File: config.mk
export PLATFORM = sky130hd
export DESIGN_NAME = tic_back
export DESIGN_NICKNAME = d
export VERILOG_FILES = /design/src/design/tic_pkg.sv /design/src/design/tic_back.sv
export SDC_FILE = /design/constraint.sdc
export NUM_CORES = 1
export LEC_CHECK = 0
export ABC_AREA = 1
export ABC_CLOCK_PERIOD_IN_PS = 19830
export BUFFER_PORTS_ARGS = -buffer_cell sky130_fd_sc_hd__clkbuf_2
export CORE_ASPECT_RATIO = 1.4
export CORE_MARGIN = 2
export CORE_UTILIZATION = 40
export CTS_CLUSTER_DIAMETER = 120
export DETAILED_ROUTE_END_ITERATION = 6
export SETUP_SLACK_MARGIN = 0.3
export SLEW_MARGIN = 20
export SYNTH_ARGS = -nofsm -noshare
export SYNTH_HDL_FRONTEND = slang
export SYNTH_SLANG_ARGS = --single-unit
File: constraint.sdc
create_clock -name clk -period 19.83 [get_ports clk]
set_input_delay 3.966 -clock clk [delete_from_list [all_inputs] [get_ports clk]]
set_output_delay 3.966 -clock clk [all_outputs]
set_load 0.005 [all_outputs]
File: src/design/tic_pkg.sv
`timescale 1ns / 1ps
package tic_pkg;

	// Default sizes of the matrix dimension and of the linear index.
	localparam int DIM_BITS_DEF   = 16;
	localparam int INDEX_BITS_DEF = 32;

	// Configuration register indexes.
	localparam int CFG_IDX_W = 3;
	localparam logic [CFG_IDX_W-1:0] REG_MODE      = 3'd0;
	localparam logic [CFG_IDX_W-1:0] REG_NUM_COLS  = 3'd1;
	localparam logic [CFG_IDX_W-1:0] REG_FIRST_ROW = 3'd2;
	localparam logic [CFG_IDX_W-1:0] REG_SPLIT     = 3'd3;
	localparam logic [CFG_IDX_W-1:0] REG_TOTAL     = 3'd4;
	localparam logic [CFG_IDX_W-1:0] REG_OFFSET    = 3'd5;

	// Triangle modes.
	localparam logic MODE_UPPER = 1'b0;
	localparam logic MODE_LOWER = 1'b1;

	// Square root unit: 64-bit radicand, two radicand bits per step.
	localparam int RAD_W      = 64;
	localparam int ROOT_W     = 32;
	localparam int SQRT_STEPS = 32;
	localparam int SREM_W     = 35;

	// Control bits that travel alongside each item.
	typedef struct packed {
		logic valid;
		logic inr;
		logic top;
	} tic_ctl_t;

	function automatic int max_int(input int a, input int b);
		return (a > b) ? a : b;
	endfunction

endpackage

File: src/design/tic_back.sv
`timescale 1ns / 1ps
module tic_back import tic_pkg::*; #(
	parameter int DIM_BITS   = DIM_BITS_DEF,
	parameter int INDEX_BITS = INDEX_BITS_DEF
) (
	input  logic                  clk,
	input  logic                  arst_n,
	output logic                  en,
	input  logic                  mode,
	input  logic [DIM_BITS-1:0]   first_row,
	input  logic [DIM_BITS-1:0]   cols,
	input  logic [DIM_BITS-1:0]   offset,
	input  tic_ctl_t              ctl_i,
	input  logic [ROOT_W-1:0]     root_i,
	input  logic                  exact_i,
	input  logic [INDEX_BITS-1:0] qa_i,
	input  logic [DIM_BITS-1:0]   ra_i,
	input  logic [INDEX_BITS-1:0] qb_i,
	input  logic [DIM_BITS+1:0]   lo_i,
	input  logic                  out_ready,
	output logic                  out_valid,
	output logic [DIM_BITS:0]     row_index,
	output logic [DIM_BITS:0]     col_index,
	output logic                  valid_res
);

	localparam int O  = DIM_BITS + 1;
	localparam int W2 = DIM_BITS + 2;
	localparam int W3 = DIM_BITS + 3;

	logic [RAD_W-1:0] root64;
	logic [W3-1:0]    sv;
	logic [W3-1:0]    diff;
	logic [W2-1:0]    rt;
	logic [W2-1:0]    f2;
	logic [W2-1:0]    kf;
	logic [2*W2-1:0]  prod;

	tic_ctl_t            ctl_s1;
	logic [W2-1:0]       rt_s1;
	logic [DIM_BITS-1:0] ra_s1;
	logic [O-1:0]        qb_s1;
	logic [W2-1:0]       lo_s1;
	tic_ctl_t            ctl_s2;
	logic [W2-1:0]       rt_s2;
	logic [W2-1:0]       p_s2;
	logic [DIM_BITS-1:0] ra_s2;
	logic [O-1:0]        qb_s2;
	logic [W2-1:0]       lo_s2;

	logic [O-1:0] r_fin;
	logic [O-1:0] c_fin;
	logic         last_v;
	logic         skid_valid_q;
	logic [O-1:0] skid_row_q;
	logic [O-1:0] skid_col_q;
	logic         skid_res_q;

	// The pipeline moves whenever the skid stage is free.
	assign en     = !skid_valid_q;
	assign f2     = W2'({first_row, 1'b0});
	assign root64 = RAD_W'(root_i);
	assign sv     = root64[W3-1:0];

	// Row within the trapezoid, or the rectangle row.
	always_comb begin
		diff = '0;
		if (mode == MODE_UPPER) begin
			diff = W3'({first_row, 1'b1}) - sv - (exact_i ? W3'(0) : W3'(1));
		end else begin
			diff = sv + W3'(1) - W3'({first_row, 1'b0});
		end
		if (ctl_i.top) begin
			if (mode == MODE_UPPER) begin
				rt = W2'(qa_i);
			end else begin
				rt = diff[W3-1:1];
			end
		end else if (mode == MODE_UPPER) begin
			rt = diff[W3-1:1];
		end else begin
			rt = W2'(qa_i) + W2'(cols) - W2'(first_row) + W2'(1);
		end
	end

	always_ff @(posedge clk or negedge arst_n) begin
		if (!arst_n) begin
			ctl_s1 <= '0;
			ctl_s2 <= '0;
		end else if (en) begin
			ctl_s1 <= ctl_i;
			ctl_s2 <= ctl_s1;
		end
	end

	always_ff @(posedge clk) begin
		if (en) begin
			rt_s1 <= rt;
			ra_s1 <= ra_i;
			qb_s1 <= O'(qb_i);
			lo_s1 <= lo_i;
		end
	end

	// Elements before this trapezoid row: one narrow product.
	always_comb begin
		if (mode == MODE_UPPER) begin
			kf = f2 - rt_s1 + W2'(1);
		end else begin
			kf = f2 + rt_s1 - W2'(1);
		end
		prod = kf * rt_s1;
	end

	always_ff @(posedge clk) begin
		if (en) begin
			rt_s2 <= rt_s1;
			p_s2  <= prod[W2-1:0];
			ra_s2 <= ra_s1;
			qb_s2 <= qb_s1;
			lo_s2 <= lo_s1;
		end
	end

	// Final row and column.
	always_comb begin
		r_fin = '0;
		c_fin = '0;
		if (mode == MODE_UPPER) begin
			if (ctl_s2.top) begin
				r_fin = O'(rt_s2);
				c_fin = O'(ra_s2) + O'(offset);
			end else begin
				r_fin = O'(rt_s2) + qb_s2;
				c_fin = lo_s2[O-1:0] - p_s2[W2-1:1] + O'(rt_s2) + O'(offset);
			end
		end else begin
			r_fin = O'(rt_s2) + O'(offset);
			if (ctl_s2.top) begin
				c_fin = lo_s2[O-1:0] - p_s2[W2-1:1];
			end else begin
				c_fin = O'(ra_s2);
			end
		end
		if (!ctl_s2.inr) begin
			r_fin = '0;
			c_fin = '0;
		end
	end

	assign last_v = ctl_s2.valid && en;

	// Output register with a skid stage behind it.
	always_ff @(posedge clk or negedge arst_n) begin
		if (!arst_n) begin
			out_valid    <= 1'b0;
			skid_valid_q <= 1'b0;
		end else if (!out_valid || out_ready) begin
			if (skid_valid_q) begin
				out_valid    <= 1'b1;
				skid_valid_q <= 1'b0;
			end else begin
				out_valid <= last_v;
			end
		end else if (last_v) begin
			skid_valid_q <= 1'b1;
		end
	end

	always_ff @(posedge clk) begin
		if (!out_valid || out_ready) begin
			if (skid_valid_q) begin
				row_index <= skid_row_q;
				col_index <= skid_col_q;
				valid_res <= skid_res_q;
			end else begin
				row_index <= r_fin;
				col_index <= c_fin;
				valid_res <= ctl_s2.inr;
			end
		end else if (last_v) begin
			skid_row_q <= r_fin;
			skid_col_q <= c_fin;
			skid_res_q <= ctl_s2.inr;
		end
	end

	// An out-of-range beat carries zero coordinates.
	a_zero_when_invalid: assert property (@(posedge clk) disable iff (!arst_n)
		out_valid && !valid_res |-> row_index == '0 && col_index == '0)
		else $error("out-of-range beat with non-zero coordinates");

	// The skid stage only fills behind a held output beat.
	a_skid_behind_out: assert property (@(posedge clk) disable iff (!arst_n)
		skid_valid_q |-> out_valid)
		else $error("skid stage full without an output beat");

	// A full skid stage stays full while the receiver stalls.
	a_skid_holds: assert property (@(posedge clk) disable iff (!arst_n)
		skid_valid_q && !out_ready |=> skid_valid_q)
		else $error("skid beat lost during stall");

	// A full skid stage empties once the output beat is taken.
	a_skid_drains: assert property (@(posedge clk) disable iff (!arst_n)
		skid_valid_q && out_ready |=> !skid_valid_q && out_valid)
		else $error("skid stage failed to drain");

endmodule

### Word-level counts from Yosys, hierarchy flattened

Index checks and enable logic that the tools add are counted.

| cells by class | value |
|---|---|
| add/sub/neg operators | 17 |
| $mul | 1 |
| divide/modulo/power cells | 0 |
| $lt $le $gt $ge | 0 |
| equality and inequality tests | 0 |
| shift operators | 0 |
| muxes and demuxes | 19 |
| bitwise logic cells | 1 |
| reductions and logical operators | 6 |

Operator list:

| operator | number |
|---|---|
| 2-to-1 mux 17 bit | 9 |
| 2-to-1 mux 18 bit | 4 |
| adder 18 x 1 -> 18 bit (second input constant) | 2 |
| adder 17 x 16 -> 17 bit | 2 |
| adder 17 bit | 2 |
| adder 19 x 1 -> 19 bit (second input constant) | 1 |
| 2-to-1 mux 19 bit | 1 |
| subtractor 17 x 19 -> 19 bit | 1 |
| subtractor 19 x 1 -> 19 bit | 1 |
| subtractor 19 x 17 -> 19 bit | 1 |
| adder 17 x 18 -> 18 bit | 1 |
| adder 18 x 16 -> 18 bit | 1 |
| multiplier 18 x 18 -> 18 bit | 1 |
| subtractor 17 x 18 -> 18 bit | 1 |
| subtractor 18 x 1 -> 18 bit (second input constant) | 1 |
| subtractor 18 x 16 -> 18 bit | 1 |
| adder 16 x 16 -> 17 bit | 1 |
| subtractor 17 bit | 1 |
| 2-to-1 mux 1 bit | 5 |
| logical NOT 1 bit | 2 |
| AND reduction 2 bit | 1 |
| nonzero test 2 bit | 1 |
| logical AND 1 bit | 1 |
| logical OR 1 bit | 1 |
| inverter 1 bit | 1 |

| storage, ports and cells | value |
|---|---|
| register bits | 231 |
| bits in latches | 0 |
| RAM bits | 0 |
| ROM bits | 0 |
| bits of input ports | 186 |
| output and inout bits | 37 |
| word-level logic and storage cells | 67 |
| memories kept | 0 |

### Depth between registers and ports, before layout

Gate-level depths: netlist of run 1.

| depth | value |
|---|---|
| depth after elaboration | 7 |
| depth in mapped cells | 46 |
| depth with buffers taken out | 45 |

### Worst setup path after synthesis of run 1

No wires, ideal clock.

| path | value |
|---|---|
| path type | input-to-reg |
| start | input first_row[0] |
| end | register p_s2[17], data pin |
| data arrival time | 10417 ps |
| required time | 19578 ps |
| path slack | 9161 ps |
| stages | 40 |
| cell sequence | inv_1 ha_1 inv_1 ha_1 fa_1 nand3_1 nand2_1 nand3_1 nand3_1 nand3_1 nand2_1 inv_1 nor2_1 fa_1 inv_1 fa_1 inv_1 fa_1 [... 4 more ...] inv_1 fa_1 inv_1 ha_1 inv_1 nor3_1 nand3_1 o2111ai_1 xor2_1 nand3_1 nand2_1 nand2_1 nand2_1 nand2_1 nand2_1 inv_1 nand2_1 nand2_1 |

| between the ends | value |
|---|---|
| word-level cells in the longest chain between the ends | 4 |
| elaborated cells between the ends (all ways) | 6 |
| those cells by class | add/sub (4); mul (1); mux (1) |

Ends and longest elaborated chain:

| item | RTL line | RTL |
|---|---|---|
| from (decl) | tic_back.sv:10 | `input logic [DIM_BITS-1:0] first_row,` |
| subtractor 17 x 18 -> 18 bit / adder 17 x 18 -> 18 bit (equally long branches) | tic_back.sv:108, tic_back.sv:110 |  |
| adder 18 x 1 -> 18 bit / subtractor 18 x 1 -> 18 bit (equally long branches) | tic_back.sv:108, tic_back.sv:110 |  |
| 2-to-1 mux 18 bit (*) | tic_back.sv:107 | `if (mode == MODE_UPPER) begin` |
| multiplier 18 x 18 -> 18 bit (*) | tic_back.sv:112 | `prod = kf * rt_s1;` |
| net prod[17] | tic_back.sv:37 | `logic [2*W2-1:0] prod;` |
| to (signal assigned) | tic_back.sv:118 | `p_s2 <= prod[W2-1:0];` |
| to (decl) | tic_back.sv:46 | `logic [W2-1:0] p_s2;` |

Mark *: on every way through the listed nets, which the timed path passes. The rest lies on a longest branch.
A chain may end at the register's enable or synchronous reset.

### Worst setup path after layout of run 1

Ends and elaborated chain as after synthesis.

==> results.json, run 1 <==
{
  "status": "finished clean",
  "synth_area_um2": 23700,
  "grt_use_total": 0.228,
  "yosys_warnings": 0,
  "syn_to_final_growth_pct": 11.4,
  "fp.dieW_um": 210,
  "criticalPathCategory": "in2reg",
  "cts_tree": "built",
  "clk_latency_ns": 0.61,
  "clkTransAtPathRegs_ns": 0.06,
  "crit_top_cell": "inv_1",
  "antenna_found_initial": 0,
  "setup_viol": 0,
  "syn_inst": 3001,
  "start_util": 0.404,
  "max_cap_viol_count": 0,
  "drive_above_1_share": 0.0937,
  "gp_congestion": 0.991,
  "diodes": 0,
  "h-tree-depth": 1,
  "yosysSeqAreaShare": 0.290,
  "drtPass1Iterations": 5,
  "critical_path.max_stage_delay_ns": 0.57,
  "final_cell_mix": "nand2_1, inv_1, ha_1, a21oi_1, nor2_1",
  "synthFlopType": "edfxtp_1",
  "postPlaceCellArea_um2": 25400,
  "startpoint_type": "primary input",
  "port_buffers": 179,
  "hold_buffers": 0,
  "startpoint": "first_row[0]",
  "hold_ws_ns": 0.417,
  "timing.final.ws_setup_ns": 8.56,
  "num-nets-final": 3749,
  "clock_skew_ns": 0.0705,
  "post_cts.repair.setup_buffers": 0,
  "grt_max_degree": 86,
  "finalCritPeriodShare": 0.568,
  "io_pins": 223,
  "avgSynthCellArea_um2": 7.88,
  "setup_tns_ns": 0,
  "ant_nets": 0,
  "period_minus_slack_ns": 11.27,
  "rows": 105,
  "fmax_mhz": 88.7,
  "via_count": 19900,
  "rsz0062_at_grt": "no",
  "slowest_stage": "fa_1",
  "min_path_type": "reg2reg",
  "core_um2": 58600,
  "grt_first_pass_wirelength_um": 108000,
  "cp-end-kind": "flop",
  "slew_headroom": 0.262,
  "r2r_start": "rt_s1[4]$_DFFE_PN_",
  "synth_edf_count": 222,
  "routedWlPerCell_um": 17.6,
  "overflow": 0,
  "cts.repair.resized": 0,
  "grt_pass1_vias": 20400,
  "final_cell_area_um2": 26400,
  "worst_pin_slew_ns": 1.11,
  "drt-initial-drc-count": 966,
  "clock_path_buffers": 3,
  "hold_start": "lo_s1[11]$_DFFE_PN_",
  "routed_wl_um": 69000,
  "ys_ff_latch": 230,
  "hold_violations": 0,
  "synth_nets": 3588,
  "fillers": 6013,
  "die-area_um2": 61100,
  "synth_cell_types": 55,
  "arrival_ns": 11.56,
  "cp.required_ns": 20.12,
  "pre_cts_ws_ns": 7.96,
  "dp_hpwl_um": 55900,
  "drc": 0,
  "timing.reg2reg.setup_slack_ns": 11.13,
  "drv_slew": 0,
  "die_h_um": 292,
  "clock_tree.root_cell": "clkbuf_16",
  "clkSinkCount": 230,
  "vias_per_cell": 5.07,
  "final_common_cell": "nand2_1",
  "cp_max_fo": 8,
  "cts_made_buffers": 26,
  "async_reset_ff_frac": 0.0348
}
per-layer routing:
layer  GRT usage  vias to the layer above  part of all wire
met2       0.437                      520              0.52
li1            -                    10000                 -
met1       0.241                     9252              0.37
met5           0                        -                 0
met3      0.0227                      152             0.043
met4       0.133                        0             0.064
final cells by class:
cell class | count | area (µm²) | area share
multi-input cells | 2101 | 14300 | 0.542
flip-flops and latches | 230 | 6870 | 0.261
inverters | 613 | 2310 | 0.0876
repair buffers | 190 | 998 | 0.0379
well taps | 749 | 937 | 0.0356
clock buffers | 28 | 658 | 0.0250
clock inverters | 20 | 313 | 0.0119
synth_stat cells (all sizes together) (6+ instances only):
library cell / n / area, µm²
o211ai: 16 / 120
nand3b: 13 / 101
nor3: 30 / 155
o21bai: 15 / 113
o21a: 8 / 60.1
dfrtp: 8 / 200
a31oi: 8 / 50.1
nand4: 8 / 50.1
or2: 20 / 125
fa: 149 / 2980
clkbuf: 47 / 176
o2111ai: 6 / 52.6
ha: 252 / 3150
edfxtp: 222 / 6670
xnor2: 30 / 270
a211oi: 6 / 45.0
o21ai: 143 / 731
inv: 606 / 2270
buf: 10 / 51.3
xor2: 48 / 420
nor2: 246 / 938
a21oi: 244 / 1220
nand2: 652 / 2480
nand3: 165 / 836
clkinv: 7 / 26.3
flip-flops by register name, indices dropped and copies added, names as in the netlist:
register and count:
rt_s1 18, col_index 17, lo_s1 17, lo_s2 17, p_s2 17, qb_s1 17
qb_s2 17, row_index 17, rt_s2 17, skid_col_q 17, skid_row_q 17, ra_s1 16
ra_s2 16, ctl_s1 3, ctl_s2 3, out_valid 1, skid_res_q 1, skid_valid_q 1
valid_res 1
path summary, 6_finish.rpt:
path / end / cells past startpoint
setup / recovery: p_s2[17]$_DFFE_PN_ / 41
hold / removal: lo_s2[11]$_DFFE_PN_ / 0
setup reg to reg: p_s2[17]$_DFFE_PN_ / 41
hold reg to reg: lo_s2[11]$_DFFE_PN_ / 0
max in group asynchronous: skid_valid_q$_DFFE_PN0P_ / 1
min in group asynchronous: out_valid$_DFFE_PN0N_ / 1
critical path: cells and delay by family:
family                   cells  cell delay, ns
adder cells (fa/ha/maj)     10            4.32
AND/OR/NAND/NOR             17            1.71
buffers and inverters       12            1.16
XOR/XNOR                     1            0.23
AO/OA/AOI/OAI                1            0.17
metrics by stage:
stage          cells  utilization
6_report        3931        0.450
5_1_grt         3931        0.450
4_1_cts         3930        0.449
3_5_place_dp    3882        0.433
3_3_place_gp    3882        0.433
2_1_floorplan   3001            -
cells by family after synthesis:
family                     count (synthesis)  share of synthesized area
and+or+nand+nor                         1147                      0.202
buffers and inverters                    670                      0.107
AOI/OAI and AO/OA                        473                      0.111
adders and majority gates                401                      0.259
DFF                                      230                      0.290
xor gates and xnor gates                  80                     0.0312
Power of run 1 is not shown: default switching activity piles up to over one toggle a cycle in this logic, so the estimate is an artifact.
==> run 2: changes to the inputs <==
- ABC_CLOCK_PERIOD_IN_PS: 19830 -> 11200
- clock period: 19.83 -> 11.2 ns (I/O delays scaled with it)
==> results.json, run 2 (synthesis gave the netlist of run 1 again) <==
{
  "status": "finished clean",
  "cp_max_fo": 8,
  "rsz0062_at_grt": "no",
  "timing.final.ws_setup_ns": 1.67,
  "worst_pin_slew_ns": 1.04,
  "critical_path.max_stage_delay_ns": 0.56,
  "clock_path_buffers": 3,
  "hold_path_depth": 0,
  "die_h_um": 292,
  "setup_viol": 0,
  "syn_to_final_growth_pct": 11.1,
  "startpoint_type": "primary input",
  "gp_congestion": 0.972,
  "grt_use_total": 0.231,
  "overflow": 0,
  "cp.required_ns": 11.50,
  "start_util": 0.404,
  "grt_pass1_vias": 20500,
  "drc": 0,
  "drv_slew": 0,
  "min_path_type": "reg2reg",
  "r2r_end": "p_s2[17]$_DFFE_PN_",
  "grt_max_degree": 79,
  "largest_reg_flops": 18,
  "final_cell_mix": "nand2_1, inv_1, ha_1, a21oi_1, nor2_1",
  "num-nets-final": 3749,
  "crit_top_cell": "inv_1",
  "core_um2": 58600,
  "hold_violations": 0,
  "worst-r2r-cell-count": 41,
  "dp_hpwl_um": 56900,
  "fmax_mhz": 105,
  "holdPathEnd": "ra_s2[1]$_DFFE_PN_",
  "grt_first_pass_wirelength_um": 109000,
  "clkTransAtPathRegs_ns": 0.06,
  "cts.repair.resized": 0,
  "rows": 105,
  "clock_tree.root_cell": "clkbuf_16",
  "period_minus_slack_ns": 9.53,
  "cp-end-kind": "flop",
  "die-area_um2": 61100,
  "startpoint": "first_row[0]",
  "slowest_stage": "fa_1",
  "pre_cts_ws_ns": 1.08,
  "h-tree-depth": 1,
  "finalCritPeriodShare": 0.851,
  "port_buffers": 179,
  "fp.dieW_um": 210,
  "final_common_cell": "nand2_1",
  "postPlaceCellArea_um2": 25400,
  "drive_above_1_share": 0.0924,
  "arrival_ns": 9.83,
  "drt-initial-drc-count": 941,
  "setup_tns_ns": 0,
  "timing.reg2reg.setup_slack_ns": 2.64,
  "drtPass1Iterations": 7,
  "clock_skew_ns": 0.0162,
  "routedWlPerCell_um": 17.8,
  "via_count": 20000,
  "max_cap_viol_count": 0,
  "r2r_start": "rt_s1[3]$_DFFE_PN_",
  "cts_tree": "built",
  "vias_per_cell": 5.10,
  "clk_latency_ns": 0.57,
  "hold_buffers": 0,
  "antenna_found_initial": 0,
  "ant_nets": 0,
  "final_cell_area_um2": 26300,
  "routed_wl_um": 69900,
  "top_register": "rt_s1",
  "hold_start": "ra_s1[1]$_DFFE_PN_",
  "io_pins": 223,
  "criticalPathCategory": "in2reg",
  "clkSinkCount": 230,
  "diodes": 0,
  "slew_headroom": 0.304,
  "cts_made_buffers": 25,
  "post_cts.repair.setup_buffers": 0,
  "hold_ws_ns": 0.416
}
==> run 2: changes by cell type in the layout (fill, tap and decap cells not counted), sizes merged <==
cell / before / now
inv: 612 / 614
clkinv: 16 / 13
buf: 12 / 13
clkbuf: 206 / 205
==> run 2: metrics by stage <==
stage,util,cells
final,0.449,3930
after CTS,0.448,3929
after detailed placement,0.433,3883
after global routing,0.449,3930
after global placement,0.433,3883
after floorplan,-,3001
==> run 2: worst max-delay path by stage <==
stage | cells past startpoint | endpoint | slack (ns)
global route | 41 | p_s2[17]$_DFFE_PN_ | 1.05
finish | 41 | p_s2[17]$_DFFE_PN_ | 1.67
detailed placement | 41 | p_s2[17]$_DFFE_PN_ | 1.08
floorplan | 40 | p_s2[17]$_DFFE_PN_ | 2.26
global placement | 41 | p_s2[17]$_DFFE_PN_ | 1.13
CTS | 41 | p_s2[17]$_DFFE_PN_ | 1.66
==> run 2: cell type report <==
type                       count  area, µm²
tap                          749        937
clock inverter                19        263
sequential                   230       6870
clock buffer                  27        633
fill                        5969      32300
multi-input combinational   2101      14300
timing repair buffer         191       1010
inverter                     613       2310
==> run 2: per-layer routing <==
layer | GRT usage | part of all wire
met5 | 0 | 0
met3 | 0.0219 | 0.037
met2 | 0.445 | 0.53
met4 | 0.133 | 0.066
met1 | 0.242 | 0.37
==> run 2: worst max-delay path: cells and delay by family <==
kind	cells	cell delay (ns)
adders and majority gates	10	4.32
and+or+nand+nor	17	1.74
buffers and inverters	12	1.17
xor gates and xnor gates	1	0.21
AOI/OAI and AO/OA	1	0.17
Power of run 2 is left out for the same reason.
